### config.mk
export PLATFORM = sky130hd
export DESIGN_NAME = hss_cell
export DESIGN_NICKNAME = d
export VERILOG_FILES = /design/src/rtl/core/hss_pkg.sv /design/src/rtl/core/hss_cell.sv
export SDC_FILE = /design/constraint.sdc
export NUM_CORES = 1
export LEC_CHECK = 0
export BUFFER_PORTS_ARGS = -buffer_cell sky130_fd_sc_hd__buf_2
export CAP_MARGIN = 20
export CORE_MARGIN = 2
export CORE_UTILIZATION = 40
export CTS_CLUSTER_DIAMETER = 50
export CTS_CLUSTER_SIZE = 25
export DETAILED_ROUTE_END_ITERATION = 7
export PLACE_DENSITY_LB_ADDON = 0.12
export REMOVE_ABC_BUFFERS = 1
export SYNTH_ARGS = -nofsm -noshare
export SYNTH_HDL_FRONTEND = slang
export SYNTH_SLANG_ARGS = --single-unit
export TNS_END_PERCENT = 5
### constraint.sdc
create_clock -name clk_i -period 1 [get_ports clk_i]
set_clock_uncertainty 0.05 [all_clocks]
set_input_delay 0.15 -clock clk_i [delete_from_list [all_inputs] [get_ports clk_i]]
set_output_delay 0.15 -clock clk_i [all_outputs]
set_load 0.1 [all_outputs]
### src/rtl/core/hss_pkg.sv
// ----------------------------------------------------------------------------
// hss_pkg: shared types and constants of the heat stencil step
// Payload structs, pipeline control struct, register indexes and widths.
// ----------------------------------------------------------------------------
package hss_pkg;

  localparam int MaxCols = 1024;
  localparam int ColW    = $clog2(MaxCols);
  localparam int TempW   = 24;
  localparam int RatioW  = 16;
  localparam int ColsW   = 11;
  localparam int RowsW   = 16;
  localparam int CfgW    = 16;
  localparam int CfgIdxW = 2;
  localparam int LapW    = TempW + 3;
  localparam int ProdW   = LapW + RatioW;
  localparam int SumW    = LapW + 1;
  localparam int RndSh   = 16;

  localparam logic [CfgIdxW-1:0] CfgRatio = 2'd0;
  localparam logic [CfgIdxW-1:0] CfgCols  = 2'd1;
  localparam logic [CfgIdxW-1:0] CfgRows  = 2'd2;

  localparam logic [RatioW-1:0] RatioRst = 16'd10486;
  localparam logic [ColsW-1:0]  ColsRst  = 11'd1000;
  localparam logic [RowsW-1:0]  RowsRst  = 16'd1000;

  typedef logic signed [TempW-1:0] temp_t;
  typedef logic [ColW-1:0]         col_t;

  typedef struct packed {
    logic signed [TempW-1:0] temperature_in;
    logic                    frame_start;
  } hss_in_t;

  typedef struct packed {
    logic signed [TempW-1:0] temperature_out;
    logic                    run_last;
    logic                    frame_end;
  } hss_out_t;

  typedef struct packed {
    logic emit;
    logic nz;
    logic last_row;
    logic last_col;
  } hss_ctl_t;

endpackage

### src/rtl/core/hss_cell.sv
// ----------------------------------------------------------------------------
// hss_cell: one window cell of the heat stencil step
// Loads from the row memory or from its neighbor cell, or clears to zero.
// ----------------------------------------------------------------------------
module hss_cell (
  input  logic           clk_i,
  input  logic           en_i,
  input  logic           sel_nbr_i,
  input  logic           clr_i,
  input  hss_pkg::temp_t mem_i,
  input  hss_pkg::temp_t nbr_i,
  output hss_pkg::temp_t q_o
);

  hss_pkg::temp_t val_q;
  hss_pkg::temp_t val_d;

  always_comb begin
    if (clr_i) begin
      val_d = '0;
    end else if (sel_nbr_i) begin
      val_d = nbr_i;
    end else begin
      val_d = mem_i;
    end
  end

  always_ff @(posedge clk_i) begin
    if (en_i) begin
      val_q <= val_d;
    end
  end

  assign q_o = val_q;

endmodule

## Word level (Yosys, flattened, before mapping)

Cells that the tools add are included.

- Bits in registers: 24
- Latch bits: 0
- RAM bits: 0
- ROM bits: 0
- Input port bits: 52
- Output and inout port bits: 24
- Word-level logic and storage cells: 2
- Memories: 0

- $add $sub $neg: 0
- Multiply operators: 0
- Divide/modulo/power cells: 0
- Magnitude comparators: 0
- Equal/unequal tests: 0
- Shift-type cells: 0
- Muxes and demuxes: 1
- Bitwise gates (word level): 0
- Reduce and logical (&&, ||, !) cells: 0

Operator list:

| operator | number |
|---|---|
| $mux W24 | 1 |

## Longest topological paths before layout

- Word-level depth: 1
- Gate-level depth with buffers: 4

## Least setup slack after synthesis

OpenSTA, ideal clock, no wires.

- Path type: flip-flop to output port
- From: register val_q[0], in the netlist q_o[0]
- To: output port q_o[0]
- Arrival: 0.904 ns
- Slack: -0.104 ns
- Stages on the path, launching flop included: 1
- Path through: edfxtp_1

RTL lines:

| element | line | RTL |
|---|---|---|
| from (decl) | hss_cell.sv:15 | `hss_pkg::temp_t val_q;` |
| from (signal assigned) | hss_cell.sv:30 | `val_q <= val_d;` |
| to (decl) | hss_cell.sv:12 | `output hss_pkg::temp_t q_o` |

No word-level cell between the ends.

## Worst setup path after layout

- From: register val_q[4], in the netlist q_o[4]
- To: output port q_o[4]

No word-level cell between the ends.

==> run_results.csv <==
group,metric,value,unit
timing,layout_setup_ws,-0.183,ns
layout,layoutNonFillerInstCount,185,
detailed_routing,met1_length,848,um
timing,tightest_slew,0.150,ns
pwr,p_switching,1120,uW
detailed_routing,drt_iter0_drc,15,
layout,leading_cell_type_in_the_layout_fill_and_taps_excluded,"sky130_fd_sc_hd__buf_2",
timing,report.final.hold_viol_count,0,
detailed_routing,post_drt_via_cell_ratio,4.71,
critical_path,critical-path-slowest-cell,"sky130_fd_sc_hd__edfxtp_1",
timing,setup_repair_after_global_routing_missed_its_margin,"yes",
grt,initial_antenna_violation_count,0,
place,port_buffers,75,
floorplanning,pin_count,76,
pwr,switching_fraction_of_total_power,0.382,
synth,yosys_warnings,0,
synth,avgSynthCellArea,14.4,um2
clocking,clock_input_transition_at_the_sequential_cells_of_the_worst_setup_and_hold_paths,0.13,ns
clocking,ctsLongestPathBuffers,2,
critical_path,timing.critical_path.max_delay_family,"flip-flops",
layout,layout.nets,208,
detailed_routing,vias,872,
synth,syn_area,0.00111,mm2
worst_hold_path,worstHoldPathType,"input pin to flop",
detailed_routing,detail_route.wl_per_cell,13.1,um
synth,yosys_register_bits,24,
pwr,internal-power,1820,uW
status,violated_checks,"negative setup slack",
place,routability_congestion,0.640,
pwr,power_density,1520,mW/mm2
detailed_routing,final_antenna_net_count,0,
clocking,cts_max_level,1,
detailed_routing,drc_violations_left,0,
detailed_routing,routed_wire_length_on_met3,204,um
status,status,"finished, violations left",
critical_path,timing.critical_path.required,0.80,ns
floorplanning,die_height,56.7,um
place,placedInstanceArea,0.00191,mm2
clocking,holdBufCountCts,0,
floorplanning,die_w,56.7,um
timing,report.final.slew_viol_count,0,
grt,groute.usage.overall,0.165,
clocking,buffer_type_at_the_clock_tree_root,"sky130_fd_sc_hd__clkbuf_4",
floorplanning,initial_core_util,0.413,
critical_path,cp_cell_sequence,"buf_12",
layout,final_cell_mix,"51 x sky130_fd_sc_hd__buf_2, 28 x sky130_fd_sc_hd__buf_12, 24 x sky130_fd_sc_hd__mux2i_1, 24 x sky130_fd_sc_hd__nor2_1, 24 x sky130_fd_sc_hd__edfxtp_1",
grt,global_route_wire_length_before_repair,4040,um
layout,n_antenna_cell,0,
critical_path,crit_path_end,"q_o[4]",
clocking,post_cts_repair_setup_buffers,0,
place,worst_setup_slack_post_dpl,-0.0393,ns
critical_path,sort_of_element_at_the_start_of_the_critical_path,"flop",
synth,synth.top_cells.by_area,"sky130_fd_sc_hd__edfxtp_1 65%, sky130_fd_sc_hd__mux2i_1 22%, sky130_fd_sc_hd__nor2_1 8.1%",
clocking,clock_sinks,24,
clocking,cts_tree,"built",
detailed_routing,met2_length,1340,um
detailed_routing,routed_wirelength,2430,um
timing,final.period_utilization,1.18,
critical_path,worst-path-buf-inv,1,
layout,finalInstanceArea,0.00193,mm2
critical_path,timing.critical_path.arrival,0.98,ns
layout,n_fill_cell,207,
detailed_routing,highest_layer,"met4",
layout,finalCoreUtilization,0.718,
grt,gr-total-overflow,0,
layout,drive_gt1_frac,0.532,
grt,grt_pass1_vias,909,
floorplanning,design.die.area,0.00321,mm2
synth,synth_top_area_cell,"sky130_fd_sc_hd__edfxtp_1",
synth,synth.distinct_cells,6,
timing,slew_headroom,0.897,
place,hpwlAfterDp,1890,um
layout,largest_register_ff_count,24,
pwr,total_leakage_power,0.000898,uW
critical_path,max_stage_delay,0.47,ns
layout,syn_to_final_growth,73.7,%
critical_path,setup.worst_path.end_class,"output pin",
synth,postSynthCellCount,77,
floorplanning,core_area,0.00269,mm2
clocking,cts-buffers-inserted,3,
synth,seq_area_frac_synth,0.649,
timing,max_freq,0.845,GHz
critical_path,critical_path_origin,"q_o[4]",
job,drv_cap,0,
timing,layout_min_cycle_time,1.18,ns
pwr,seq_power_share,0.435,
timing,tns,-3.37,ns
critical_path,worst_path_fanout_max,1,
place,place.detailed.instances,182,
critical_path,critPathKind,"flop to output pin",
floorplanning,fp-row-count,19,
pwr,power_frac_clock,0.146,
grt,grt_max_degree,25,
pwr,combPwrFrac,0.419,
pwr,vdd.ir_drop.worst,999,uV
detailed_routing,drt_pass1_iterations,2,
critical_path,worst-path-stages,1,
synth,synthDominantCellAreaShare,0.649,
timing,setup_viol,24,
[how the worst min path moves through the flow]
| stage | startpoint | end | slack (ns) | depth (start not counted) |
|---|---|---|---|---|
| 2_1_floorplan | en_i | q_o[0] | 0.21 | 0 |
| 3_3_place_gp | mem_i[23] | q_o[23] | 0.41 | 3 |
| 3_5_place_dp | mem_i[2] | q_o[2] | 0.42 | 3 |
| 4_1_cts | mem_i[2] | q_o[2] | 0.09 | 3 |
| 5_1_grt | mem_i[2] | q_o[2] | 0.09 | 3 |
| 6_report | mem_i[2] | q_o[2] | 0.09 | 3 |
[layout make-up]
cell class | instances | area (um2) | area share
multi-input cells | 48 | 330 | 0.171
clock buffers | 3 | 22.5 | 0.0117
repair buffers | 79 | 816 | 0.423
well taps | 31 | 38.8 | 0.0201
flip-flops and latches | 24 | 721 | 0.374
[metrics by stage]
stage / total power (uW) / hold slack (ns)
CTS: 2960 / 0.0874
finish: 2940 / 0.0871
detailed placement: 2540 / 0.418
floorplan: 1950 / 0.212
global route: 3030 / 0.0938
global placement: 2520 / 0.408
[power by group through the flow]
stage | Clock (uW) | Combinational [uW] | Sequential [uW]
final | 429 | 1230 | 1280
after global routing | 466 | 1270 | 1290
after CTS | 436 | 1240 | 1280
after detailed placement | 0 | 1240 | 1300
after global placement | 0 | 1220 | 1300
after floorplan | 0 | 84.4 | 1870
[layer usage]
layer	global-route usage	up-vias
met3	0.0369	4
met1	0.178	400
met5	0	-
li1	-	429
met2	0.309	39
met4	0.0612	0
[logic make-up (layout without fill, tap and decap cells)]
family,after synthesis,count (layout),share of synthesized area
multiplexers,24,24,0.216
flip-flops,24,24,0.649
AND/OR/NAND/NOR,24,24,0.0812
buffers and inverters,5,82,0.0530
[cell usage after synthesis, drive strengths merged]
| library cell | count |
|---|---|
| edfxtp | 24 |
| mux2i | 24 |
| nor2 | 24 |
| buf | 3 |
| clkbuf | 2 |
[timing repair]
action	CTS	global route
pin swaps	0	0
gates resized for setup	0	0
setup endpoints to repair	24	24
No activity file was read; power rests on OpenSTA's default activity.
