--- src/rtl/core/hss_pkg.sv ---
// ----------------------------------------------------------------------------
// hss_pkg: shared types and constants of the heat stencil step
// Payload structs, pipeline control struct, register indexes and widths.
// ----------------------------------------------------------------------------
package hss_pkg;

  localparam int MaxCols = 1024;
  localparam int ColW    = $clog2(MaxCols);
  localparam int TempW   = 24;
  localparam int RatioW  = 16;
  localparam int ColsW   = 11;
  localparam int RowsW   = 16;
  localparam int CfgW    = 16;
  localparam int CfgIdxW = 2;
  localparam int LapW    = TempW + 3;
  localparam int ProdW   = LapW + RatioW;
  localparam int SumW    = LapW + 1;
  localparam int RndSh   = 16;

  localparam logic [CfgIdxW-1:0] CfgRatio = 2'd0;
  localparam logic [CfgIdxW-1:0] CfgCols  = 2'd1;
  localparam logic [CfgIdxW-1:0] CfgRows  = 2'd2;

  localparam logic [RatioW-1:0] RatioRst = 16'd10486;
  localparam logic [ColsW-1:0]  ColsRst  = 11'd1000;
  localparam logic [RowsW-1:0]  RowsRst  = 16'd1000;

  typedef logic signed [TempW-1:0] temp_t;
  typedef logic [ColW-1:0]         col_t;

  typedef struct packed {
    logic signed [TempW-1:0] temperature_in;
    logic                    frame_start;
  } hss_in_t;

  typedef struct packed {
    logic signed [TempW-1:0] temperature_out;
    logic                    run_last;
    logic                    frame_end;
  } hss_out_t;

  typedef struct packed {
    logic emit;
    logic nz;
    logic last_row;
    logic last_col;
  } hss_ctl_t;

endpackage

--- src/rtl/core/hss_stencil.sv ---
// ----------------------------------------------------------------------------
// hss_stencil: arithmetic pipeline of the heat stencil step
// Laplacian stage, ratio product stage, then rounding, add and saturation.
// ----------------------------------------------------------------------------
module hss_stencil (
  input  logic                        clk_i,
  input  logic                        rst_ni,
  input  logic                        adv_i,
  input  logic                        in_v_i,
  input  hss_pkg::hss_ctl_t           ctl_i,
  input  hss_pkg::temp_t              up_i,
  input  hss_pkg::temp_t              down_i,
  input  hss_pkg::temp_t              left_i,
  input  hss_pkg::temp_t              center_i,
  input  hss_pkg::temp_t              right_i,
  input  logic [hss_pkg::RatioW-1:0]  ratio_i,
  output logic                        res_v_o,
  output hss_pkg::hss_ctl_t           res_ctl_o,
  output hss_pkg::temp_t              res_o
);

  localparam logic signed [hss_pkg::ProdW-1:0] RndOfs = hss_pkg::ProdW'(1 << (hss_pkg::RndSh - 1));
  localparam logic signed [hss_pkg::SumW-1:0]  TMax   =
    hss_pkg::SumW'((1 << (hss_pkg::TempW - 1)) - 1);
  localparam logic signed [hss_pkg::SumW-1:0]  TMin   =
    -hss_pkg::SumW'(1 << (hss_pkg::TempW - 1));

  logic                               s3_v_q;
  hss_pkg::hss_ctl_t                  s3_ctl_q;
  logic signed [hss_pkg::LapW-1:0]    lap_q;
  logic signed [hss_pkg::LapW-1:0]    lap_d;
  hss_pkg::temp_t                     s3_center_q;

  logic                               s4_v_q;
  hss_pkg::hss_ctl_t                  s4_ctl_q;
  logic signed [hss_pkg::ProdW-1:0]   prod_q;
  logic signed [hss_pkg::ProdW-1:0]   prod_d;
  hss_pkg::temp_t                     s4_center_q;

  logic signed [hss_pkg::ProdW-1:0]   rnd;
  logic signed [hss_pkg::LapW-1:0]    delta;
  logic signed [hss_pkg::SumW-1:0]    sum;

  assign lap_d = hss_pkg::LapW'(up_i) + hss_pkg::LapW'(down_i)
               + hss_pkg::LapW'(left_i) + hss_pkg::LapW'(right_i)
               - (hss_pkg::LapW'(center_i) <<< 2);

  assign prod_d = $signed({1'b0, ratio_i}) * lap_q;

  assign rnd   = prod_q + RndOfs;
  assign delta = rnd[hss_pkg::ProdW-1:hss_pkg::RndSh];
  assign sum   = hss_pkg::SumW'(s4_center_q) + hss_pkg::SumW'(delta);

  always_comb begin
    if (sum > TMax) begin
      res_o = TMax[hss_pkg::TempW-1:0];
    end else if (sum < TMin) begin
      res_o = TMin[hss_pkg::TempW-1:0];
    end else begin
      res_o = sum[hss_pkg::TempW-1:0];
    end
  end

  always_ff @(posedge clk_i or negedge rst_ni) begin
    if (!rst_ni) begin
      s3_v_q <= 1'b0;
      s4_v_q <= 1'b0;
    end else if (adv_i) begin
      s3_v_q <= in_v_i;
      s4_v_q <= s3_v_q;
    end
  end

  always_ff @(posedge clk_i) begin
    if (adv_i) begin
      s3_ctl_q    <= ctl_i;
      lap_q       <= lap_d;
      s3_center_q <= center_i;
      s4_ctl_q    <= s3_ctl_q;
      prod_q      <= prod_d;
      s4_center_q <= s3_center_q;
    end
  end

  assign res_v_o   = s4_v_q;
  assign res_ctl_o = s4_ctl_q;

endmodule

--- config.mk ---
export PLATFORM = sky130hd
export DESIGN_NAME = hss_stencil
export DESIGN_NICKNAME = d
export VERILOG_FILES = /design/src/rtl/core/hss_pkg.sv /design/src/rtl/core/hss_stencil.sv
export SDC_FILE = /design/constraint.sdc
export NUM_CORES = 1
export LEC_CHECK = 0
export ABC_CLOCK_PERIOD_IN_PS = 10050
export BUFFER_PORTS_ARGS = -buffer_cell sky130_fd_sc_hd__buf_2
export CAP_MARGIN = 20
export CORE_UTILIZATION = 50
export CTS_CLUSTER_DIAMETER = 120
export CTS_CLUSTER_SIZE = 25
export DETAILED_ROUTE_END_ITERATION = 8
export HOLD_SLACK_MARGIN = 0.1
export PLACE_DENSITY = 0.68
export SLEW_MARGIN = 20
export SYNTH_ARGS = -nofsm -noshare
export SYNTH_HDL_FRONTEND = slang
export SYNTH_SLANG_ARGS = --single-unit
--- constraint.sdc ---
create_clock -name clk_i -period 10.05 [get_ports clk_i]
set_input_delay 1.005 -clock clk_i [delete_from_list [all_inputs] [get_ports clk_i]]
set_output_delay 1.005 -clock clk_i [all_outputs]
set_load 0.01 [all_outputs]
Word level (Yosys, flattened, before mapping)
Index checks and enable logic that the tools add are counted.
{ "word_totals": {"output_inout_bits": 29, "romBits": 0, "inputBits": 144, "mem_bits_rw": 0, "latchBits": 0, "memories": 0, "ff_bits": 128} }
{ "op_classes": {"n_eq_ne": 0, "mul": 1, "reduce_logical": 0, "mux": 2, "n_bitwise": 0, "n_lt_le_gt_ge": 2, "addsub": 6, "shifts": 0, "div_mod_pow": 0} }
{ "op_table": {"columns": ["op", "n"], "rows": [
  ["$mux W24", 2],
  ["$add A43 B17 Y43 const B", 1],
  ["$mul A17 B27 Y43", 1],
  ["$add A24 B27 Y28", 1],
  ["$gt A28 B24 Y1 const B", 1],
  ["$lt A28 B24 Y1 const B", 1],
  ["$add A26 B24 Y27", 1],
  ["$sub A27 B26 Y27", 1],
  ["$add A25 B24 Y26", 1],
  ["$add A24 B24 Y25", 1]
]} }

Depth between registers and ports, before layout
Gate-level depths: netlist of the first run.
{ "depth": {"depth_word": 5, "mapped_depth": 25, "ltp_nobuf": 24} }

Worst setup path before layout of the first run
OpenSTA, ideal clock, no wires.
{ "synth_path": {"kind": "input-to-reg", "start": "input port ratio_i[3] (netlist name)", "end": "register prod_q[42] (netlist name) (data pin)", "slack_ps": 3196, "setup_time_ps": 260, "n_path_buf": 2, "stages": 21, "arrival_ps": 6594, "cell_sequence": "clkbuf_1 clkbuf_1 nand2_1 fa_1 fa_1 fa_1 inv_1 fa_1 fa_1 inv_1 fa_1 inv_1 ha_1 a2111o_1 a31oi_1 o21a_1 o22ai_1 a31oi_1 o221ai_1 a21oi_1 xnor2_1"} }
{ "synth_via": {"elab_chain_len": 1} }
{ "synth_rtl": {"columns": ["element", "line", "text"], "rows": [
  ["from (decl)", "hss_stencil.sv:16", "input logic [hss_pkg::RatioW-1:0] ratio_i,"],
  ["$mul A17 B27 Y43", "hss_stencil.sv:48", "assign prod_d = $signed({1'b0, ratio_i}) * lap_q;"],
  ["net prod_d, one bit", "hss_stencil.sv:37", "logic signed [hss_pkg::ProdW-1:0] prod_d;"],
  ["to (signal assigned)", "hss_stencil.sv:80", "prod_q <= prod_d;"],
  ["to (decl)", "hss_stencil.sv:36", "logic signed [hss_pkg::ProdW-1:0] prod_q;"]
]} }
The timed path passes the listed nets, and every way through them passes these cells.
A chain may end at the register's enable or synchronous reset.

Worst setup path after layout of the first run
{ "layout_path": {"start": "input port ratio_i[9] (netlist name)", "end": "register prod_q[42] (netlist name) (data pin)"} }
The elaborated chain is that of the path after synthesis.

==> results of run 1 <==
stage by stage:
step / std cells / hold WS (ns) / setup WS [ns] / utilization [%] / area [sq um]
after floorplan: 2363 / 0.400 / 3.20 / - / 23100
after global placement: 3060 / 0.401 / 2.64 / 53.7 / 24400
after detailed placement: 3060 / 0.405 / 2.43 / 53.7 / 24400
after CTS: 3092 / 0.325 / 2.85 / 55.1 / 25100
after global routing: 3093 / 0.324 / 2.39 / 55.1 / 25100
final: 3094 / 0.343 / 2.79 / 55.2 / 25100
layer usage:
metal  up-vias  track usage (%)  part of all wire (%)
met5         -                0                     0
met4         0             10.3                   3.8
met3       117             2.89                   4.2
met2       442             45.0                    52
met1      8253             30.0                    40
li1       7428                -                     -
registers in the layout, indices dropped and copies added (netlist names):
register and cells:
res_v_o 1, s3_center_q 24, s3_ctl_q 4, res_ctl_o 4
s4_center_q 24, lap_q 27, s3_v_q 1, prod_q 28
worst max-delay path: cells and delay by family:
kind | cells | cell delay [ns]
buffers and inverters | 4 | 0.73
adder cells (fa/ha/maj) | 7 | 3.33
AO/OA/AOI/OAI | 6 | 1.81
XOR/XNOR | 1 | 0.14
AND/OR/NAND/NOR | 3 | 0.39
worst max path at each step:
stage	startpoint	to	slack [ns]	cells after the start
after floorplan	ratio_i[3]	prod_q[42]	3.20	21
after global placement	ratio_i[8]	prod_q[35]	2.64	22
after detailed placement	ratio_i[9]	prod_q[42]	2.43	21
after CTS	ratio_i[9]	prod_q[42]	2.85	21
after global routing	ratio_i[9]	prod_q[32]	2.39	21
final	ratio_i[9]	prod_q[42]	2.79	21
layout by cell type (no fill, tap or decap), types with 19 or more instances in the layout:
cell | Yosys | layout
nor2_1 | 53 | 53
a21o_1 | 21 | 21
nand3_1 | 23 | 23
inv_1 | 550 | 550
fa_1 | 488 | 488
xor2_1 | 37 | 37
nand2_1 | 296 | 296
xnor2_1 | 71 | 71
a21oi_1 | 76 | 76
edfxtp_1 | 111 | 111
and2_1 | 180 | 180
o21ai_0 | 39 | 39
buf_2 | 1 | 172
o21a_1 | 19 | 19
ha_1 | 158 | 158
cell families (layout without fill, tap and decap cells):
family / Yosys count / in the layout
AOI/OAI and AO/OA: 233 / 233
xor gates and xnor gates: 108 / 108
adders and majority gates: 646 / 646
buffers and inverters: 628 / 758
DFF: 113 / 113
muxes: 3 / 3
other: 0 / 1
and+or+nand+nor: 632 / 632
cell type report:
class / instances / area, sq um
Antenna cell: 1 / 2.50
Clock buffer: 17 / 425
Clock inverter: 15 / 209
Fill cell: 4117 / 20400
Inverter: 550 / 2060
Multi-Input combinational cell: 1622 / 17400
Sequential cell: 113 / 3380
Tap cell: 600 / 751
Timing Repair Buffer: 176 / 891
==> results.tsv, run 1 <==
metric	value	unit
ys_seq_elements	113	
yosysWarnings	0	
synth_nets	3153	
avgRoutedWirePerCell	17.6	um
gp_congestion	0.876	
cts_root_buffer	clkbuf_16	
endpoint_kind	register	
h-tree-depth	4	
rr_worst_depth	20	
io_buffers	172	
period_share	72.2	%
via_per_inst	5.25	
finalHoldViolations	0	
synthDistinctLibCells	63	
synthSimpleGateAreaFrac	13.2	%
slew_headroom	32.2	%
hold_class	in2async	
num_rows	78	
fp.dieH	217	um
maxCapViolations	0	
synth_top_family_by_area	adder cells	
grt_pass1_wl	91100	um
nets	3270	
synth_top_area_share	42.3	%
clock_sinks	113	
finClkSkew	0.00853	ns
synthXorXnorAreaFrac	4.09	%
first_iter_violations	858	
cts_inserted_buffers	17	
cp_common_cell	fa_1	
area_delta_synth_final	8.52	%
cts_tree	yes	
tightest_slew	1.02	ns
place_hpwl	45000	um
synth.top_cells.by_area	fa_1 (42%), edfxtp_1 (14%), inv_1 (8.9%), ha_1 (8.6%), and2_1 (4.9%)	
synth.area.mux_share	0.141	%
seq_area_frac_synth	14.6	%
synth_compound_area_share	6.79	%
clk_pin_slew_worst_paths	0.06	ns
yosysTopAreaCell	fa_1	
path_cells	buf_2, nand2_1, fa_1, inv_1, fa_1, inv_1, fa_1, inv_1, fa_1, fa_1, fa_1, ha_1, nand2_1, a211oi_1, nand3_1, o21a_1, o22ai_1, a31oi_1, o221ai_1, a21oi_1, xnor2_1	
synthCells	2363	
die_area	47100	sq um
cp_slowest_stage_delay	0.56	ns
die_w	217	um
worst-r2r-setup-slack	3.12	ns
antenna_found_initial	0	
insertion_delay	0.43	ns
grt_usage	24.9	%
synth.avg_cell_area	9.78	sq um
arrival	7.42	ns
cts_hold_repair.buffers	0	
drive_gt1_share	9.59	%
report.final.setup_viol	0	
firstDrtPassIters	5	
initial_utilization	50.8	%
worst-path-max-fanout	27	
core	45500	sq um
grt_max_degree	70	
crit_type	in2reg	
cts_buffer_depth	2	
slew_viol_final	0	
outcome	finished, final reports clean	
synthAdderAreaFrac	50.8	%
tns	0	ns
drc	0	
timing.rr.end	prod_q[42]	
ant_nets	0	
synthFlopType	edfxtp_1	
io_pins	173	
required	10.21	ns
vias	16240	
timing.rr.start	lap_q[11]	
cpMaxStageDelayCell	buf_2	
synth_edf_count	111	
fmax	138	MHz
synthArstFlopShare	1.77	%
post_cts_resized	0	
routed_wl	54500	um
syn_area	23100	sq um
crit_path_start_kind	primary input	
grt_pass1_vias	18105	
synthTopCellsByCount	inv_1 (550), fa_1 (488), nand2_1 (296)	
period_needed	7.26	ns
synth_most_common_cell	inv_1	
cts_setup_buffers	0	
rsz0062_at_grt	no	
grt_overflow_total	0	
Power of run 1 is left out: the tool's default activity adds up to more than one toggle a clock period on the data nets, which glitch-free logic cannot reach.
==> run 2: changes to the inputs <==
ABC_CLOCK_PERIOD_IN_PS = 5940   (was 10050)
PLACE_DENSITY = 0.71   (was 0.68)
clock period = 5.94 ns   (was 10.05 ns; I/O delays follow)
==> results.tsv, run 2 (synthesized netlist as in run 1, its figures left out) <==
metric	value	unit	change
grt_usage	26.2	%	+1.4 points
finalHoldViolations	0		unchanged
top_regs	prod_q (28), lap_q (27)		
grt_overflow_total	0		unchanged
arrival	6.19	ns	-1.23 ns
vias	17420		+7.3%
finClkSkew	0.00751	ns	-0.00102 ns
largest_register_ffs	28		unchanged
endpoint_kind	register		
cts_root_buffer	clkbuf_16		
io_pins	173		unchanged
outcome	finished with violations		
ant_nets	0		unchanged
period_share	101	%	
insertion_delay	0.43	ns	about the same
antenna_found_initial	0		unchanged
top_register	prod_q		
grt_pass1_wl	96300	um	+5.7%
nets	3513		+7.4%
slew_viol_final	0		unchanged
layout.cells.most_common_list	inv_1 (543), fa_1 (478), nand2_1 (291), buf_4 (204), buf_2 (170)		
violations	setup timing		
via_per_inst	5.22		-0.52%
clk_pin_slew_worst_paths	0.06	ns	about the same
timing.hold.worst.start	ctl_i[2]		
grt_max_degree	63		-10%
area_delta_synth_final	19.4	%	
place_hpwl	49200	um	+9.4%
layout_commonest_cell	inv_1		
routed_wl	58500	um	+7.3%
h-tree-depth	4		unchanged
maxCapViolations	0		unchanged
slew_headroom	45.2	%	+13 points
design_area	27600	sq um	+10%
drc	0		unchanged
cpMaxStageDelayCell	fa_1		
cts_tree	yes		
report.final.setup_viol	11		+11
fmax	166	MHz	
gp_congestion	0.934		+6.6%
tightest_slew	0.821	ns	-0.195 ns
clock_sinks	113		unchanged
critical_path.startpoint	lap_q[9]		
worst-path-max-fanout	4		-85%
period_needed	6.02	ns	
cts_inserted_buffers	17		unchanged
tns	-0.618	ns	-0.618 ns
placed_cell_area	26300	sq um	+7.7%
die_area	47100	sq um	unchanged
crit_type	reg2reg		
firstDrtPassIters	8		+3
required	6.11	ns	-4.10 ns
timing.rr.start	lap_q[9]		
cts_buffer_depth	2		unchanged
place_ws	-0.510	ns	-2.94 ns
grt_pass1_vias	19377		+7.0%
cp_common_cell	fa_1		
io_buffers	172		unchanged
die_w	217	um	unchanged
first_iter_violations	992		+16%
diodes	0		-1
finalWorstSetupSlack	-0.0796	ns	-2.87 ns
core	45500	sq um	unchanged
cp_slowest_stage_delay	0.55	ns	about the same
drive_gt1_share	20.5	%	+11 points
hold_class	in2reg		
fp.dieH	217	um	unchanged
rsz0062_at_grt	yes		
initial_utilization	50.8	%	unchanged
num_rows	78		unchanged
avgRoutedWirePerCell	17.5	um	-0.51%
crit_path_start_kind	register		
path_cells	buf_6, and2_4, fa_1, inv_1, fa_1, fa_1, inv_2, fa_1, fa_1, fa_1, ha_4, nand2_2, a211oi_2, nand3_1, o21a_4, o22ai_4, a31oi_4, o21ai_4, a21oi_2, xnor2_1		
[run 2: cell types whose count changed in the layout (fill, tap and decap cells not counted), sizes merged, moves of 3 or more]
cell	delta
inv	+7
buf	+241
clkinv	-4
bufinv	-3
[run 2: path summary, 6_finish.rpt]
path	to	slack [ns]	cells past startpoint
max in group asynchronous	res_v_o	5.37	2
setup reg to reg	prod_q[32]	-0.08	20
min in group asynchronous	s3_v_q	0.48	2
hold / removal	s3_ctl_q[2]	0.34	1
setup / recovery	prod_q[32]	-0.08	20
hold reg to reg	s4_center_q[18]	0.42	0
[run 2: area by class of cell]
type / instances / area [sq um]
Clock buffer: 17 / 425
Clock inverter: 15 / 148
Fill cell: 3757 / 17900
Inverter: 550 / 2060
Multi-Input combinational cell: 1622 / 17700
Sequential cell: 113 / 3380
Tap cell: 600 / 751
Timing Repair Buffer: 419 / 3080
[run 2: layer usage]
| layer | part of all wire (%) | GRT usage [%] | up-vias |
|---|---|---|---|
| met1 | 38 | 32.0 | 8799 |
| met4 | 5.0 | 12.6 | 0 |
| li1 | - | - | 7908 |
| met5 | 0 | 0 | - |
| met3 | 5.3 | 3.83 | 160 |
| met2 | 51 | 45.6 | 553 |
[run 2: metrics by stage]
stage | cells | util, % | hold slack, ns
6_report | 3336 | 60.7 | 0.337
5_1_grt | 3336 | 60.7 | 0.319
4_1_cts | 3323 | 60.0 | 0.315
3_5_place_dp | 3263 | 57.8 | 0.382
3_3_place_gp | 3263 | 57.8 | 0.379
2_1_floorplan | 2363 | - | 0.298
[run 2: worst max-delay path, delay by kind of cell (launching register included)]
kind / cells / cell delay, ns
AND/OR/NAND/NOR: 3 / 0.35
flip-flops: 1 / 0.52
adder cells (fa/ha/maj): 7 / 3.33
buffers and inverters: 3 / 0.27
XOR/XNOR: 1 / 0.14
AO/OA/AOI/OAI: 6 / 1.16
[run 2: repair_timing]
| item | 4_1_cts | 5_1_grt |
|---|---|---|
| buffers inserted | 27 | 16 |
| endpoints found under the hold margin | 2 | 0 |
| gates resized for setup | 47 | 53 |
| endpoints found under the setup margin | 15 | 23 |
| pin swaps | 60 | 44 |
| hold buffers | 1 | 0 |
Power of run 2 is left out for the same reason.
