File: src/rtl/core/hss_pkg.sv
// ----------------------------------------------------------------------------
// hss_pkg: shared types and constants of the heat stencil step
// Payload structs, pipeline control struct, register indexes and widths.
// ----------------------------------------------------------------------------
package hss_pkg;

  localparam int MaxCols = 1024;
  localparam int ColW    = $clog2(MaxCols);
  localparam int TempW   = 24;
  localparam int RatioW  = 16;
  localparam int ColsW   = 11;
  localparam int RowsW   = 16;
  localparam int CfgW    = 16;
  localparam int CfgIdxW = 2;
  localparam int LapW    = TempW + 3;
  localparam int ProdW   = LapW + RatioW;
  localparam int SumW    = LapW + 1;
  localparam int RndSh   = 16;

  localparam logic [CfgIdxW-1:0] CfgRatio = 2'd0;
  localparam logic [CfgIdxW-1:0] CfgCols  = 2'd1;
  localparam logic [CfgIdxW-1:0] CfgRows  = 2'd2;

  localparam logic [RatioW-1:0] RatioRst = 16'd10486;
  localparam logic [ColsW-1:0]  ColsRst  = 11'd1000;
  localparam logic [RowsW-1:0]  RowsRst  = 16'd1000;

  typedef logic signed [TempW-1:0] temp_t;
  typedef logic [ColW-1:0]         col_t;

  typedef struct packed {
    logic signed [TempW-1:0] temperature_in;
    logic                    frame_start;
  } hss_in_t;

  typedef struct packed {
    logic signed [TempW-1:0] temperature_out;
    logic                    run_last;
    logic                    frame_end;
  } hss_out_t;

  typedef struct packed {
    logic emit;
    logic nz;
    logic last_row;
    logic last_col;
  } hss_ctl_t;

endpackage

File: src/rtl/core/hss_out_reg.sv
// ----------------------------------------------------------------------------
// hss_out_reg: output register of the heat stencil step
// Holds one result and a pending zero border result for last-row requests.
// ----------------------------------------------------------------------------
module hss_out_reg (
  input  logic               clk_i,
  input  logic               rst_ni,
  input  logic               load_i,
  input  hss_pkg::hss_ctl_t  ctl_i,
  input  hss_pkg::temp_t     res_i,
  input  logic               stall_i,
  output logic               cap_o,
  output logic               valid_o,
  output hss_pkg::hss_out_t  data_o
);

  logic              out_v_q;
  hss_pkg::hss_out_t out_q;
  logic              pend_q;
  logic              pend_fe_q;
  logic              free;

  assign free  = !out_v_q || !stall_i;
  assign cap_o = free && !pend_q;

  always_ff @(posedge clk_i or negedge rst_ni) begin
    if (!rst_ni) begin
      out_v_q <= 1'b0;
      pend_q  <= 1'b0;
    end else if (load_i) begin
      out_v_q <= 1'b1;
      pend_q  <= ctl_i.last_row;
    end else if (pend_q && free) begin
      out_v_q <= 1'b1;
      pend_q  <= 1'b0;
    end else if (free) begin
      out_v_q <= 1'b0;
    end
  end

  always_ff @(posedge clk_i) begin
    if (load_i) begin
      out_q.temperature_out <= ctl_i.nz ? res_i : '0;
      out_q.run_last        <= !ctl_i.last_row;
      out_q.frame_end       <= 1'b0;
      pend_fe_q             <= ctl_i.last_col;
    end else if (pend_q && free) begin
      out_q.temperature_out <= '0;
      out_q.run_last        <= 1'b1;
      out_q.frame_end       <= pend_fe_q;
    end
  end

  assign valid_o = out_v_q;
  assign data_o  = out_q;

endmodule

File: config.mk
export PLATFORM = sky130hd
export DESIGN_NAME = hss_out_reg
export DESIGN_NICKNAME = d
export VERILOG_FILES = /design/src/rtl/core/hss_pkg.sv /design/src/rtl/core/hss_out_reg.sv
export SDC_FILE = /design/constraint.sdc
export NUM_CORES = 1
export LEC_CHECK = 0
export BUFFER_PORTS_ARGS = -buffer_cell sky130_fd_sc_hd__clkbuf_2
export CORE_UTILIZATION = 46
export CTS_BUF_LIST = sky130_fd_sc_hd__clkbuf_16
export DETAILED_ROUTE_END_ITERATION = 8
export GPL_TIMING_DRIVEN = 0
export MAX_ROUTING_LAYER = met4
export PLACE_DENSITY = 0.82
export REMOVE_ABC_BUFFERS = 1
export SLEW_MARGIN = 30
export SYNTH_ARGS = -nofsm -noshare
export SYNTH_HDL_FRONTEND = slang
export SYNTH_SLANG_ARGS = --single-unit
File: constraint.sdc
create_clock -name clk_i -period 4.4 [get_ports clk_i]
set_input_delay 0.22 -clock clk_i [delete_from_list [all_inputs] [get_ports clk_i]]
set_output_delay 0.22 -clock clk_i [all_outputs]
set_load 0.02 [all_outputs]
Word-level counts from Yosys, hierarchy flattened. Cells that the tools add are included.

Register bits: 29. Word-level logic and storage cells: 23.

Mux-type cells: 8. Reductions and logical operators: 9.

Operators by type and width (number): 26-bit 2-to-1 mux (2); 24-bit 2-to-1 mux (1); 1-bit 2-to-1 mux (5); 1-bit logical NOT (4); 3-bit nonzero test (1); 1-bit logical AND (2); 2-bit nonzero test (1); 1-bit logical OR (1).

Depth between registers and ports, before layout. Gate-level depths: netlist of the first run.

Depth after elaboration: 5. Mapped depth: 3. Depth with buffers taken out: 2.

Worst setup path after synthesis of the first run. OpenSTA, ideal clock, no wires.

Path type: flip-flop to flip-flop. From: register out_v_q (netlist: valid_o). To: register out_q (netlist bit data_o[10]) (enable). Data arrival time: 1.288 ns. Required time: 4.017 ns. Path slack: 2.729 ns. Stages on the path, launching flop included: 3. Path buffers: 0. Clock period less this slack: 1.671 ns. Cell sequence: dfrtp_1 -> a21boi_2 -> or2_1.

Word-level cells in the longest chain between the ends: 4.

Ends and longest elaborated chain: start: declaration (line hss_out_reg.sv:17) `logic out_v_q;`; start signal: assignment (line hss_out_reg.sv:28) `out_v_q <= 1'b0;`; start signal: assignment (line hss_out_reg.sv:31) `out_v_q <= 1'b1;`; start signal: assignment (line hss_out_reg.sv:34) `out_v_q <= 1'b1;`; 1-bit logical NOT (line hss_out_reg.sv:23) `assign free = !out_v_q || !stall_i;`; 1-bit logical OR (line hss_out_reg.sv:23); 1-bit logical AND (line hss_out_reg.sv:47) `end else if (pend_q && free) begin`; 2-bit nonzero test (no line); end: declaration (line hss_out_reg.sv:18) `hss_pkg::hss_out_t out_q;`.

Every way passes these cells. A chain may end at the register's enable or synchronous reset.

Worst setup path in the final report of the first run.
From: register out_v_q (netlist: valid_o). To: register out_q (netlist bit data_o[25]) (enable).

The elaborated chain is that of the path after synthesis.

==> out/metrics.yaml, run 1 <==
worstPathRequired_ns: 4.29
utilization_pct: 69.0
rsz0062_at_grt: "false"
cts_buffers: 5
clk_pin_slew_ns: 0.05
worstHoldPathType: "primary input to register"
initial_core_util_pct: 49.5
status: "complete, no violations"
clk_latency_ns: 0.26
synth_edf_count: 26
grt_usage_pct: 20.5
synth-seq-cells: 29
ys_warn_count: 0
start_kind: "register"
hold_viol: 0
powerDensity_nw_per_um2: 460
slew_headroom_pct: 61.5
first_global_vias: 794
netlist_area_um2: 1120
synth_commonest_cells: "edfxtp_1, and3_1, buf_2, nand2b_1, dfrtp_1"
multi_input_area_um2: 230
antenna_cells: 0
vias_per_cell: 4.94
cap_violations: 0
drive_above_1_share_pct: 50.0
pin_count: 60
wl_per_cell_um: 14.2
tritoncts: "yes"
dr.pass1.iters: 3
finalCriticalPeriod_ns: 1.51
crit_path_top_delay_cell: "or2_2"
yosysMostFrequentCell: "edfxtp_1"
row_count: 17
rr_worst_depth: 2
fin_nets: 163
gr-total-overflow: 0
antenna_found_initial: 0
drc_errors: 0
path_cells: "a21boi_2 -> or2_2"
hpwl_um: 1480
async_flop_share_pct: 6.90
grt_start_max_net_pins: 33
r2r_setup_slack_ns: 2.89
tightest_slew_ns: 0.577
yosysTopAreaCellShare_pct: 70.0
coreArea_um2: 2250
ys.flop_type: "edfxtp_1"
cp-end-kind: "register"
dieArea_um2: 2630
crit_type: "register to register"
peakVddDrop_mv: 0.341
skew_ns: 0.00469
postRouteAntennaNets: 0
setup_tns_ns: 0
yosys.area.top_type: "edfxtp_1"
avgSynthCellArea_um2: 15.9
synthTopCellsByArea: "edfxtp_1, and3_1, dfrtp_1, dfxtp_1, nand2b_1"
regArea_um2: 851
synth_cell_types: 17
path_max_fanout: 25
slew_violations: 0
drt_wl_total_um: 2270
htreeDepth: 2
vias: 790
syn2layout_area_growth_pct: 39.5
post-route-period-util_pct: 34.4
cts.path.max_buffers: 2
max_freq_ghz: 0.662
whs_path_depth: 1
fillCellCount: 171
arrival_ns: 1.41
grt_first_pass_wirelength_um: 3590
first_iter_violations: 25
die_x_um: 51.3
finalSetupViolCount: 0
leakage_nw: 0.796
post-cts-setup-buffers: 0
crit_path_max_incr_delay_ns: 0.52
cts.sinks: 29
syn-instance-count: 70
seq_area_frac_synth_pct: 76.2
gp_congestion: 0.618
die_h_um: 51.3
port_buffers: 58
cts-root-buf: "clkbuf_16"
## per-layer routing
layer | vias up | GRT usage, % | wire length, um
met5 | - | - | 0
met4 | 0 | 12.2 | 52
met3 | 6 | 6.85 | 135
met2 | 39 | 33.3 | 1190
met1 | 362 | 21.6 | 895
li1 | 383 | - | -
## critical path, delay by kind of cell, from the launching register on
family	cells	cell delay, ns
AOI/OAI and AO/OA	1	0.20
DFF	1	0.41
and+or+nand+nor	1	0.52
## layout make-up
cell class                 count  share of cell area (%)
clock buffer                   5                    8.04
clock inverter                 3                   0.723
inverter                       1                   0.241
multi-input combinational     35                    14.8
sequential                    29                    54.7
tap                           28                    2.25
timing repair buffer          59                    19.3
## cell families (layout without fill, tap and decap cells)
family                 count (synthesis)  count (layout)  share of synthesized area [%]
AOI/OAI and AO/OA                      3               3                           1.90
buffers and inverters                  6              68                           3.14
DFF                                   29              29                           76.2
muxes                                  2               2                           2.24
and+or+nand+nor                       30              30                           16.5
## power breakdown
part	switching, W	internal [W]	total (W)
Combinational	0.0000513	0.0000303	0.0000816
Sequential	0.00000651	0.000324	0.000331
Clock	0.000101	0.000202	0.000303
Total	0.000159	0.000557	0.000716
## flip-flops by register name, indices dropped and copies added (netlist names)
name	flops
valid_o	1
pend_fe_q	1
data_o	26
pend_q	1
## layout by cell type (no fill, tap or decap)
master         count
clkbuf_2          58
edfxtp_1          26
and3_1            24
clkbuf_16          5
inv_1              3
nand2b_1           3
dfrtp_1            2
a21boi_2           1
mux2_4             1
a21oi_1            1
or2_2              1
mux2i_1            1
nand3_1            1
nand2_1            1
o21ai_0            1
clkinv_1           1
dfxtp_1            1
dlygate4sd3_1      1
## metrics by stage
stage	cell area (um^2)	hold WS (ns)	total power, W	setup WS, ns	std cells
after floorplan	1080	-0.0756	0.000377	2.73	65
after global placement	1410	0.00474	0.000413	2.58	151
after detailed placement	1410	0.0123	0.000417	2.49	151
after CTS	1560	0.127	0.000722	2.56	160
after global routing	1560	0.130	0.000744	2.78	160
final	1560	0.131	0.000716	2.89	160
## path summary, 6_finish.rpt
path,from,end
max,valid_o,data_o[25]
min,ctl_i[0],pend_fe_q
max reg2reg,valid_o,data_o[25]
min reg2reg,data_o[0],data_o[0]
max in group asynchronous,rst_ni,valid_o
min in group asynchronous,rst_ni,pend_q
## what timing repair did
action,CTS,global route
hold buffers,1,0
endpoints found under the hold margin,2,0
gates resized for setup,0,0
Note: power is estimated with default switching activity, not from simulation.
==> run 2, diff against run 1 <==
--- a/config.mk
+++ b/config.mk
@@ -6,12 +6,12 @@
 export NUM_CORES = 1
 export LEC_CHECK = 0
 export BUFFER_PORTS_ARGS = -buffer_cell sky130_fd_sc_hd__clkbuf_2
-export CORE_UTILIZATION = 46
+export CORE_UTILIZATION = 43
 export CTS_BUF_LIST = sky130_fd_sc_hd__clkbuf_16
 export DETAILED_ROUTE_END_ITERATION = 8
 export GPL_TIMING_DRIVEN = 0
 export MAX_ROUTING_LAYER = met4
-export PLACE_DENSITY = 0.82
+export PLACE_DENSITY = 0.77
 export REMOVE_ABC_BUFFERS = 1
 export SLEW_MARGIN = 30
 export SYNTH_ARGS = -nofsm -noshare
==> constraint.sdc (replaced) <==
create_clock -name clk_i -period 1.55 [get_ports clk_i]
set_input_delay 0.0775 -clock clk_i [delete_from_list [all_inputs] [get_ports clk_i]]
set_output_delay 0.0775 -clock clk_i [all_outputs]
set_load 0.02 [all_outputs]
==> out/metrics.yaml, run 2 (synthesis results as in run 1) <==
layout_common_cells: "clkbuf_2, edfxtp_1, and3_1, clkbuf_16, inv_1"
powerDensity_nw_per_um2: 1290  # +180%
start_kind: "register"
tritoncts: "yes"
crit_path_top_delay_cell: "dfrtp_1"
min_to: "pend_q"
postRouteAntennaNets: 0  # unchanged
cts_buffers: 5  # unchanged
grt_first_pass_wirelength_um: 3160  # -12%
first_iter_violations: 10  # -60%
syn2layout_area_growth_pct: 40.8
crit_start: "valid_o"
die_h_um: 52.9  # +3.3%
initial_core_util_pct: 45.5  # -4.0 points
die_x_um: 52.9  # +3.3%
hold_viol: 0  # unchanged
row_count: 18  # +1
whs_ns: 0.0476  # -0.0832 ns
use_met1_pct: 16.3  # -5.4 points
slew_violations: 0  # unchanged
crit_type: "register to register"
drive_above_1_share_pct: 49.6  # -0.38 points
gr-usage-met3_pct: 7.47  # +0.63 points
grt_usage_pct: 16.8  # -3.6 points
timing.rr.end: "data_o[17]"
htreeDepth: 2  # unchanged
r2r_setup_slack_ns: 0.22  # -2.67 ns
layout_commonest_cell: "clkbuf_2"
largest_register_ffs: 26  # unchanged
multi_input_area_um2: 233  # +1.1%
cts-root-buf: "clkbuf_16"
utilization_pct: 64.0  # -5.0 points
hpwl_um: 1380  # -7.0%
slew_headroom_pct: 67.3  # +5.8 points
tightest_slew_ns: 0.490  # -0.0867 ns
vias_per_cell: 4.84  # -2.0%
status: "complete, no violations"
dr.pass1.iters: 4  # +1
finalSetupViolCount: 0  # unchanged
cts.path.max_buffers: 2  # unchanged
first_global_vias: 760  # -4.3%
cp-end-kind: "register"
drc_errors: 0  # unchanged
antenna_found_initial: 0  # unchanged
gp_congestion: 0.641  # +3.7%
fillCellCount: 202  # +18%
pin_count: 60  # unchanged
wl_per_cell_um: 12.4  # -13%
whs_path_depth: 3  # +2
fin_nets: 164  # +0.61%
skew_ns: 0.00311  # -0.00157 ns
rsz0062_at_grt: "false"
regArea_um2: 851  # unchanged
clk_pin_slew_ns: 0.05  # about the same
path_cells: "a21boi_2 -> or2_4"
dieArea_um2: 2800  # +6.7%
grt_busiest_layer: "met2"
post-route-period-util_pct: 85.9  # +52 points
path_max_fanout: 25  # unchanged
dpl_cell_area_um2: 1410  # +0.18%
rr_worst_depth: 2  # unchanged
peakVddDrop_mv: 1.03  # +200%
coreArea_um2: 2450  # +8.9%
leakage_nw: 0.804  # +1.0%
post-cts-setup-buffers: 0  # unchanged
worstHoldPathType: "primary input to register"
port_buffers: 58  # unchanged
cpLargestDelayFamily: "flip-flops"
drt_wl_total_um: 2020  # -11%
finalCriticalPeriod_ns: 1.33  # -0.181 ns
cts.sinks: 29  # unchanged
hp-start: "ctl_i[1]"
power_w: 0.00203  # +180%
design_area_um2: 1570  # +0.96%
vias: 789  # -0.13%
worstPathRequired_ns: 1.48  # -2.81 ns
arrival_ns: 1.26  # -0.15 ns
grt_start_max_net_pins: 33  # unchanged
r2r-start: "valid_o"
crit_path_max_incr_delay_ns: 0.41  # -0.11 ns
gr-total-overflow: 0  # unchanged
grt_util_met2_pct: 29.3  # -4.0 points
clk_latency_ns: 0.27  # about the same
antenna_cells: 0  # unchanged
critPathBufInv: 0  # unchanged
max_freq_ghz: 0.751  # +14%
cap_violations: 0  # unchanged
[run 2: cell types whose count changed in the layout (fill, tap and decap cells not counted)]
cell           previous run  this run
clkinv_1                  1         0
or2_2                     1         0
dlygate4sd3_1             1         2
or2_4                     0         1
inv_1                     3         4
[run 2: worst reg2reg max path, cell delays in order (launching register included)]
cell and delay [ns]:
dfrtp_1 0.41, a21boi_2 0.21, or2_4 0.37
[run 2: worst max-delay path by stage]
stage	to	depth (start not counted)	slack [ns]
after global routing	data_o[6]	2	0.14
after floorplan	data_o[10]	2	-0.12
after detailed placement	data_o[21]	2	-0.30
after global placement	data_o[9]	2	-0.23
final	data_o[17]	2	0.22
after CTS	data_o[21]	2	0.02
[run 2: report_power, final]
group	total [W]	switching [W]	internal (W)
clock network	0.000856	0.000284	0.000572
registers	0.000939	0.0000177	0.000921
logic	0.000232	0.000143	0.0000889
[run 2: final cells by class]
cell class | instances | area share (%)
clock buffer | 5 | 7.96
clock inverter | 3 | 0.717
inverter | 1 | 0.239
multi-input combinational | 35 | 14.8
sequential | 29 | 54.1
tap | 30 | 2.39
timing repair buffer | 60 | 19.7
[run 2: what timing repair did]
action | in CTS | in global routing
pin swaps | 0 | 0
endpoints found under the setup margin | 25 | 25
resized for setup | 1 | 1
hold buffers | 2 | 0
hold endpoints to repair | 3 | 0
[run 2: layer usage]
layer / part of all wire, % / vias to the layer above
met1: 40 / 366
met3: 7.5 / 4
met2: 51 / 35
met4: 1.4 / 0
li1: - / 384
met5: 0 / -
[run 2: per-stage QoR]
step | worst slack, ns | std cells | setup TNS [ns]
after floorplan | -0.121 | 65 | -3.02
after global placement | -0.234 | 153 | -5.83
after detailed placement | -0.301 | 153 | -7.52
after CTS | 0.0222 | 163 | 0
after global routing | 0.141 | 163 | 0
final | 0.219 | 163 | 0
==> run 3, diff against run 2 <==
--- a/config.mk
+++ b/config.mk
@@ -6,12 +6,14 @@
 export NUM_CORES = 1
 export LEC_CHECK = 0
 export BUFFER_PORTS_ARGS = -buffer_cell sky130_fd_sc_hd__clkbuf_2
-export CORE_UTILIZATION = 43
+export CELL_PAD_IN_SITES_DETAIL_PLACEMENT = 1
+export CELL_PAD_IN_SITES_GLOBAL_PLACEMENT = 2
+export CORE_UTILIZATION = 27
 export CTS_BUF_LIST = sky130_fd_sc_hd__clkbuf_16
 export DETAILED_ROUTE_END_ITERATION = 8
 export GPL_TIMING_DRIVEN = 0
 export MAX_ROUTING_LAYER = met4
-export PLACE_DENSITY = 0.77
+export PLACE_DENSITY_LB_ADDON = 0.1
 export REMOVE_ABC_BUFFERS = 1
 export SLEW_MARGIN = 30
 export SYNTH_ARGS = -nofsm -noshare
==> out/metrics.yaml, run 3 (synthesis results as in run 1) <==
first_iter_violations: 44  # +34
rsz0062_at_grt: "false"
grt_busiest_layer: "met2"
path_max_fanout: 25  # unchanged
post-route-period-util_pct: 88.0  # +2.1 points
status: "complete, no violations"
wl_per_cell_um: 13.6  # +9.9%
fin_nets: 164  # unchanged
crit_path_top_delay_cell: "dfrtp_1"
crit_path_max_incr_delay_ns: 0.41  # about the same
max_freq_ghz: 0.733  # -2.4%
peakVddDrop_mv: 0.494  # -52%
die_x_um: 66.3  # +25%
antenna_found_initial: 0  # unchanged
hpwl_um: 1630  # +18%
cts.sinks: 29  # unchanged
cp-end-kind: "register"
htreeDepth: 2  # unchanged
gr-total-overflow: 0  # unchanged
port_buffers: 58  # unchanged
use_met1_pct: 12.6  # -3.6 points
gr-usage-met3_pct: 5.52  # -2.0 points
placedCellCount: 173  # +13%
layout_common_cells: "clkbuf_2, edfxtp_1, and3_1, clkbuf_16, nand2b_1"
vias: 812  # +2.9%
cts-root-buf: "clkbuf_16"
multi_input_area_um2: 233  # unchanged
vias_per_cell: 4.44  # -8.3%
grt_start_max_net_pins: 33  # unchanged
crit_start: "valid_o"
clk_latency_ns: 0.27  # about the same
critPathCapture: "data_o[21]"
die_h_um: 66.3  # +25%
grt_usage_pct: 13.1  # -3.7 points
dieArea_um2: 4400  # +57%
cts_buffers: 5  # unchanged
first_global_vias: 856  # +13%
grt_first_pass_wirelength_um: 3940  # +25%
regArea_um2: 851  # unchanged
postRouteAntennaNets: 0  # unchanged
hp-start: "ctl_i[1]"
start_kind: "register"
tightest_slew_ns: 0.540  # +0.0496 ns
cts.path.max_buffers: 2  # unchanged
timing.rr.end: "data_o[21]"
syn2layout_area_growth_pct: 43.2
fillCellCount: 436  # +120%
clk_pin_slew_ns: 0.05  # about the same
leakage_nw: 0.795  # -1.1%
tritoncts: "yes"
worst_slack_ns: 0.187  # -0.0326 ns
power_w: 0.00207  # +2.2%
drc_errors: 0  # unchanged
row_count: 23  # +5
slew_violations: 0  # unchanged
r2r-start: "valid_o"
slew_headroom_pct: 64.0  # -3.3 points
drive_above_1_share_pct: 50.4  # +0.75 points
coreArea_um2: 3970  # +62%
pin_count: 60  # unchanged
layout_commonest_cell: "clkbuf_2"
worstHoldPathType: "primary input to register"
r2r_setup_slack_ns: 0.19  # -0.03 ns
rr_worst_depth: 2  # unchanged
drt_wl_total_um: 2490  # +23%
post-cts-setup-buffers: 0  # unchanged
initial_core_util_pct: 28.1  # -17 points
skew_ns: 0.00291  # -0.000202 ns
finalCriticalPeriod_ns: 1.36  # +0.0326 ns
cap_violations: 0  # unchanged
worstPathRequired_ns: 1.48  # about the same
pre_cts_slack_ns: -0.0320  # +0.269 ns
dr.pass1.iters: 3  # -1
grt_util_met2_pct: 22.2  # -7.1 points
finalSetupViolCount: 0  # unchanged
instances_no_fill: 183  # +12%
crit_type: "register to register"
utilization_pct: 40.2  # -24 points
arrival_ns: 1.30  # +0.04 ns
hold_viol: 0  # unchanged
whs_path_depth: 3  # unchanged
antenna_cells: 0  # unchanged
powerDensity_nw_per_um2: 1300  # +0.50%
largest_register_ffs: 26  # unchanged
gp_congestion: 0.633  # -1.3%
path_cells: "a21boi_2 -> or2_4"
run 3: changes by cell type in the layout (fill, tap and decap cells not counted), sizes merged:
cell,change
clkinv,+3
inv,-3
run 3: final cells by class:
class                           instances  share of cell area, %
Multi-Input combinational cell         35                   14.6
Timing Repair Buffer                   60                   19.4
Clock buffer                            5                   7.83
Sequential cell                        29                   53.2
Clock inverter                          3                  0.783
Inverter                                1                  0.235
Tap cell                               50                   3.92
run 3: critical path: cells and delay by family (launching register included):
kind / cells / cell delay (ns)
AOI/OAI and AO/OA: 1 / 0.21
DFF: 1 / 0.41
and+or+nand+nor: 1 / 0.39
run 3: where the power goes:
group	internal (W)	switching [W]
combinational	0.0000889	0.000147
clock	0.000578	0.000319
sequential	0.000920	0.0000172
run 3: worst min-delay path by stage:
stage | endpoint | slack [ns]
2_1_floorplan | pend_q | -0.22
3_3_place_gp | pend_q | -0.14
3_5_place_dp | valid_o | -0.13
4_1_cts | pend_q | 0.03
5_1_grt | pend_q | 0.08
6_report | pend_q | 0.04
run 3: per-stage QoR:
step / instance area (um^2) / setup TNS [ns] / hold slack [ns]
floorplan: 1080 / -3.02 / -0.218
global placement: 1440 / -8.42 / -0.136
detailed placement: 1440 / -0.780 / -0.134
CTS: 1600 / 0 / 0.0313
global route: 1600 / 0 / 0.0819
finish: 1600 / 0 / 0.0363
run 3: per-layer routing:
metal  vias to the layer above  wire, um
li1                        384         -
met1                       382      1010
met2                        39      1210
met3                         7       214
met4                         0        53
met5                         -         0
run 3: repair_timing:
item                       in CTS  in global routing
hold buffers                    2                  0
setup endpoints to repair      25                  0
gates resized for setup         1                  0
hold endpoints to repair        3                  0
